$ cat config.mk
export PLATFORM = sky130hd
export DESIGN_NAME = pip_edge_unit
export DESIGN_NICKNAME = d
export VERILOG_FILES = /design/src/hw/rtl/pip_pkg.sv /design/src/hw/rtl/pip_edge_unit.sv
export SDC_FILE = /design/constraint.sdc
export NUM_CORES = 2
export LEC_CHECK = 0
export BUFFER_PORTS_ARGS = -buffer_cell sky130_fd_sc_hd__buf_2
export CORE_MARGIN = 5
export CORE_UTILIZATION = 45
export CTS_CLUSTER_SIZE = 40
export DETAILED_ROUTE_END_ITERATION = 10
export HOLD_SLACK_MARGIN = 0.08
export PLACE_DENSITY = 0.67
export SETUP_SLACK_MARGIN = 0.15
export SYNTH_ARGS = -nofsm -noshare
export SYNTH_HDL_FRONTEND = slang
export SYNTH_SLANG_ARGS = --single-unit
$ cat constraint.sdc
create_clock -name clk -period 6.68 [get_ports clk]
set_input_delay 0.334 -clock clk [delete_from_list [all_inputs] [get_ports clk]]
set_output_delay 0.334 -clock clk [all_outputs]
set_load 0.01 [all_outputs]
$ cat src/hw/rtl/pip_pkg.sv
package pip_pkg;

	localparam int CMD_W   = 2;
	localparam int STATUS_W = 2;
	localparam int COUNT_W = 7;

	typedef enum logic [CMD_W-1:0] {
		CMD_CLEAR  = 2'd0,
		CMD_APPEND = 2'd1,
		CMD_QUERY  = 2'd2
	} cmd_t;

	typedef enum logic [STATUS_W-1:0] {
		STAT_OK   = 2'd0,
		STAT_FULL = 2'd1,
		STAT_FEW  = 2'd2
	} status_t;

	typedef enum logic [1:0] {
		S_IDLE,
		S_WALK,
		S_DRAIN
	} walk_state_t;

	// Tags travelling with each vertex read out of the table.
	typedef struct packed {
		logic valid;
		logic first;
		logic last;
	} edge_ctl_t;

	typedef struct packed {
		logic done;
		logic odd;
	} edge_res_t;

endpackage

$ cat src/hw/rtl/pip_edge_unit.sv
module pip_edge_unit import pip_pkg::*; #(
	parameter int CB = 16
) (
	input  logic              clk,
	input  logic              arst_n,
	input  edge_ctl_t         ctl,
	input  logic [2*CB-1:0]   rdata,
	input  logic [CB-1:0]     px,
	input  logic [CB-1:0]     py,
	output edge_res_t         res
);

	logic signed [CB-1:0] xi, yi, xj, yj, pxs, pys;
	logic [2*CB-1:0]      prev_q;
	logic                 straddle;

	logic signed [CB:0]   a_s2, dy_s2, c_s2, d_s2;
	logic                 v_s2, last_s2, cross_s2, dyneg_s2;

	logic signed [2*CB+1:0] p1_s3, p2_s3;
	logic                   v_s3, last_s3, cross_s3, dyneg_s3;

	logic parity_q;
	logic tog;

	assign xi  = $signed(rdata[CB-1:0]);
	assign yi  = $signed(rdata[2*CB-1:CB]);
	assign xj  = $signed(prev_q[CB-1:0]);
	assign yj  = $signed(prev_q[2*CB-1:CB]);
	assign pxs = $signed(px);
	assign pys = $signed(py);

	// An edge counts only when exactly one end lies strictly above the point.
	assign straddle = (yi > pys) != (yj > pys);

	always_ff @(posedge clk or negedge arst_n) begin
		if (!arst_n) begin
			v_s2 <= 1'b0;
			v_s3 <= 1'b0;
		end else begin
			v_s2 <= ctl.valid;
			v_s3 <= v_s2;
		end
	end

	always_ff @(posedge clk) begin
		if (ctl.valid) begin
			prev_q <= rdata;
		end
		a_s2     <= $signed({pxs[CB-1], pxs}) - $signed({xi[CB-1], xi});
		dy_s2    <= $signed({yj[CB-1], yj}) - $signed({yi[CB-1], yi});
		c_s2     <= $signed({xj[CB-1], xj}) - $signed({xi[CB-1], xi});
		d_s2     <= $signed({pys[CB-1], pys}) - $signed({yi[CB-1], yi});
		cross_s2 <= ctl.valid && !ctl.first && straddle;
		dyneg_s2 <= yj < yi;
		last_s2  <= ctl.last;

		p1_s3    <= (2*CB+2)'(a_s2) * (2*CB+2)'(dy_s2);
		p2_s3    <= (2*CB+2)'(c_s2) * (2*CB+2)'(d_s2);
		cross_s3 <= cross_s2;
		dyneg_s3 <= dyneg_s2;
		last_s3  <= last_s2;
	end

	// With a negative y span the cross-multiplied comparison flips.
	assign tog = cross_s3 && (dyneg_s3 ? (p1_s3 > p2_s3) : (p1_s3 < p2_s3));

	always_ff @(posedge clk or negedge arst_n) begin
		if (!arst_n) begin
			parity_q <= 1'b0;
		end else if (ctl.valid && ctl.first) begin
			parity_q <= 1'b0;
		end else if (v_s3) begin
			parity_q <= parity_q ^ tog;
		end
	end

	assign res.done = v_s3 && last_s3;
	assign res.odd  = parity_q ^ tog;

endmodule

# Word-level counts from Yosys, hierarchy flattened

Cells that the tools add are included.

Register bits: 177
Input bits: 69
Output and inout bits: 2
Word-level logic and storage cells: 39

Add/sub/neg operators: 4
Multiply operators: 2
$lt $le $gt $ge: 5
Eq/ne operators: 1
Muxes and demuxes: 3
Bitwise logic cells: 1
Reduce and logical (&&, ||, !) cells: 7

Operators with widths:

| cell                                           | count |
|---|---|
| 17-bit by 17-bit multiplier with 34-bit output | 2 |
| 16-bit by 16-bit subtractor with 17-bit output | 4 |
| 34-bit greater-than comparator                 | 1 |
| 34-bit < comparator                            | 1 |
| 16-bit greater-than comparator                 | 2 |
| 16-bit < comparator                            | 1 |
| 1-bit logical AND                              | 5 |
| 1-bit 2-to-1 mux                               | 3 |
| 2-bit nonzero test                             | 1 |
| 1-bit zero test                                | 1 |
| 1-bit inequality test                          | 1 |
| 1-bit XOR                                      | 1 |

# Depth between registers and ports, before layout

Word-level depth: 6
Gate-level depth with buffers: 25
Gate-level depth less buffers: 23

# Worst setup path before layout

OpenSTA, ideal clock, no wires.

Path type: reg2reg
Start: reg c_s2[16]
End: reg p2_s3[32]
Library setup time: 0.062 ns
Data arrival time: 6.081 ns
Required time: 6.618 ns
Slack: 0.537 ns
Stages on the path, launching flop included: 20
Path buffers: 1
Period minus slack after synthesis: 6.143 ns
Cells stage by stage: dfxtp_1 > clkbuf_1 > nand2_1 > inv_1 > fa_1 > fa_1 > fa_1 > fa_1 > fa_1 > inv_1 > fa_1 > inv_1 > ha_1 > a21o_1 > a21o_1 > a21o_1 > a21o_1 > a221o_1 > or4_1 > nand3_1

Word-level cells in the longest chain between the ends: 1

RTL lines:

| item                                           | RTL line            | text |
|---|---|---|
| start: declaration                             | pip_edge_unit.sv:17 | `logic signed [CB:0] a_s2, dy_s2, c_s2, d_s2;` |
| start signal: assignment                       | pip_edge_unit.sv:52 | `c_s2 <= $signed({xj[CB-1], xj}) - $signed({xi[CB-1], xi});` |
| 17-bit by 17-bit multiplier with 34-bit output | pip_edge_unit.sv:59 | `p2_s3 <= (2*CB+2)'(c_s2) * (2*CB+2)'(d_s2);` |
| end signal: assignment                         | pip_edge_unit.sv:59 |  |
| end: declaration                               | pip_edge_unit.sv:20 | `logic signed [2*CB+1:0] p1_s3, p2_s3;` |

No other way between the ends.
A chain may end at the register's enable or synchronous reset.

# Final worst setup path

Start: reg dy_s2[11]
End: reg p1_s3[33]

Word-level cells in the longest chain between the ends: 1

RTL lines:

| item                                           | RTL line            | text |
|---|---|---|
| start: declaration                             | pip_edge_unit.sv:17 |  |
| start signal: assignment                       | pip_edge_unit.sv:51 | `dy_s2 <= $signed({yj[CB-1], yj}) - $signed({yi[CB-1], yi});` |
| 17-bit by 17-bit multiplier with 34-bit output | pip_edge_unit.sv:58 | `p1_s3 <= (2*CB+2)'(a_s2) * (2*CB+2)'(dy_s2);` |
| end signal: assignment                         | pip_edge_unit.sv:58 |  |
| end: declaration                               | pip_edge_unit.sv:20 |  |

No other way between the ends.

==> flow_summary.json <==
{
  "synth_cell_type_count": 75,
  "cts_root_buf": "clkbuf_16",
  "grt_pass1_wl_microns": 113600,
  "fill_cells": 6091,
  "drive_above_1_share": 0.06227,
  "ant_nets": 0,
  "setup_ws_ns": 0.4078,
  "yosys.area_share.xor_xnor": 0.03291,
  "vias": 20746,
  "wirelength_microns": 66150,
  "clk-insertion-delay-late_ns": 0.47,
  "first_global_vias": 22632,
  "syn-num-nets": 4087,
  "numCtsBuffers": 17,
  "cp.arrival_ns": 6.61,
  "setup_viol": 0,
  "drv_slew": 0,
  "htreeDepth": 4,
  "synth_top_area_frac": 0.4003,
  "min_path_type": "input pin to flip-flop",
  "netlist_area_sq_mm": 0.02980,
  "synth_top_area_cell": "fa_1",
  "gp_congestion": 0.8797,
  "cap_violations": 0,
  "max_freq_ghz": 0.1594,
  "rrSetupSlack_ns": 0.41,
  "grt_max_degree": 37,
  "clock-sinks": 177,
  "seq_area_frac_synth": 0.1301,
  "synthTopCellsByArea": "fa_1 (40%), ha_1 (12%), dfxtp_1 (9.5%)",
  "min_period_ns": 6.272,
  "final_nets": 4182,
  "hpwl_microns": 56990,
  "die_y_microns": 267.4,
  "numPortBuffers": 70,
  "clk_pin_slew_ns": 0.08,
  "cp_max_fo": 13,
  "dieArea_sq_mm": 0.07148,
  "finalCritPeriodShare": 0.9390,
  "required_ns": 7.02,
  "rows": 94,
  "vias_per_cell": 5.050,
  "hold_viol": 0,
  "grt.total_usage": 0.1978,
  "antenna_cells": 0,
  "cts_setup_buffers": 0,
  "yosys.area_share.simple": 0.1458,
  "synth_top_family_by_area": "adder cells",
  "worstMarginPinSlew_ns": 0.9586,
  "status": "finished, final reports clean",
  "drt-initial-drc-count": 989,
  "drt_drc_violations_left": 0,
  "drt-pass1-iter-count": 5,
  "synthAdderAreaFrac": 0.5204,
  "end_kind": "flip-flop",
  "crit_type": "flip-flop to flip-flop",
  "grt-ovfl-total": 0,
  "core_sq_mm": 0.06575,
  "die_w_microns": 267.4,
  "startpoint_type": "flip-flop",
  "synth_edf_count": 32,
  "pin_count": 71,
  "syn_inst": 3136,
  "muxShareOfSynthArea": 0.001092,
  "wl_per_cell_microns": 16.10,
  "synthArstFlopShare": 0.01695,
  "dp_slack_ns": 0.3444,
  "start_util": 0.4533,
  "avgSynthCellArea_sq_um": 9.504,
  "grt_antenna_before_repair": 3,
  "finalSetupTns_ns": 0,
  "slew_headroom": 0.3609,
  "cts_tree": "built",
  "cts_buffer_depth": 2,
  "ys_ff_latch": 177,
  "synthToLayoutAreaGrowth_pct": 8.384,
  "rsz0062_at_grt": "true",
  "skew_ns": 0.01863,
  "synthFlopType": "dfxtp_1",
  "synth_compound_area_frac": 0.06998,
  "yosysWarningCount": 0
}
==> per-layer routing <==
layer  GRT usage  vias to the layer above  share of wire
li1            -                     9731              -
met1      0.2668                    10515           0.44
met2      0.3363                      413           0.48
met3     0.03362                       87          0.053
met4     0.04707                        0          0.023
met5           0                        -              0
==> metrics by stage <==
stage / std cells / utilization / hold WS (ns) / cell area, sq um
detailed placement: 4048 / 0.4771 / 0.1309 / 31370
global route: 4108 / 0.4913 / 0.09417 / 32300
finish: 4108 / 0.4913 / 0.1192 / 32300
floorplan: 3136 / - / 0.03841 / 29800
CTS: 4108 / 0.4907 / 0.08059 / 32260
global placement: 4048 / 0.4771 / 0.1328 / 31370
==> layout by cell type, fill, tap and decap left out, types with 5 or more instances in the layout <==
cell type,n
inv_1,711
nor3_1,31
o21ai_1,22
a311oi_1,5
buf_2,70
nand4_1,13
and2_1,298
nor2b_1,23
o21ai_0,26
o21bai_1,8
dfxtp_1,117
xnor2_1,95
a21boi_1,5
edfxtp_1,32
ha_1,286
o21a_1,22
and3_1,10
o211ai_1,9
a211oi_1,9
a31oi_1,7
clkinv_8,6
buf_4,58
a2111oi_0,5
nand3b_1,5
dfxtp_2,25
clkbuf_16,17
nand2_1,309
nand2b_1,21
a211o_1,5
a21o_1,45
dlygate4sd3_1,28
xor2_1,17
a21oi_1,81
nand3_1,26
nor2_1,111
or3_1,10
fa_1,595
==> repair_timing <==
item                       CTS  global route
hold buffers                28             0
setup endpoints to repair    0             9
resized for setup            0            27
hold endpoints to repair    30             0
==> critical path, cell delays in order, from the launching register on <==
cell       delay, ns
dfxtp_1         0.68
buf_4           0.24
nand2_1         0.08
fa_1            0.55
inv_1           0.06
fa_1            0.51
fa_1            0.55
fa_1            0.44
fa_1            0.49
inv_1           0.05
fa_1            0.47
inv_1           0.04
ha_1            0.35
nand4_1         0.26
nor4_1          0.35
a21oi_1         0.18
a211o_1         0.35
o2111ai_1       0.23
a21oi_1         0.11
xnor2_1         0.15
==> final cells by class <==
class | count | area (sq um) | share of cell area
Clock buffer | 17 | 425.4 | 0.01317
Clock inverter | 15 | 186.4 | 0.005771
Inverter | 711 | 2669 | 0.08262
Multi-Input combinational cell | 2168 | 22960 | 0.7109
Sequential cell | 177 | 3910 | 0.1210
Tap cell | 864 | 1081 | 0.03347
Timing Repair Buffer | 156 | 1066 | 0.03300
==> cells in the mapped netlist (26+ instances only) <==
library cell,number
fa_1,596
nand3_1,26
nor3_1,31
nor2_1,111
edfxtp_1,32
xnor2_1,95
a21o_1,45
ha_1,286
a21oi_1,81
and2_1,298
o21ai_0,26
inv_1,711
dfxtp_1,142
nand2_1,309
clkbuf_1,77
==> path summary, 6_finish.rpt <==
path / depth (start not counted) / endpoint / start
max: 19 / p1_s3[33] / dy_s2[11]
min: 1 / prev_q[15] / rdata[15]
max reg2reg: 19 / p1_s3[33] / dy_s2[11]
min reg2reg: 0 / last_s3 / last_s2
max in group asynchronous: 2 / parity_q / arst_n
min in group asynchronous: 2 / v_s3 / arst_n
==> sequential cells by signal, indices dropped and copies added (netlist names) <==
name	flops
p2_s3	34
d_s2	17
dyneg_s2	1
p1_s3	34
last_s2	1
prev_q	32
cross_s2	1
a_s2	17
dy_s2	17
dyneg_s3	1
v_s3	1
cross_s3	1
c_s2	17
last_s3	1
parity_q	1
v_s2	1
==> cell families (layout without fill, tap and decap cells) <==
logic type,count (synthesis),after routing
AOI/OAI and AO/OA,302,302
xor gates and xnor gates,112,112
adders and majority gates,882,882
buffers and inverters,791,899
DFF,177,177
muxes,3,3
and+or+nand+nor,869,869
Power is left out: the tool's default activity adds up to more than one toggle a clock period on the data nets, which glitch-free logic cannot reach.
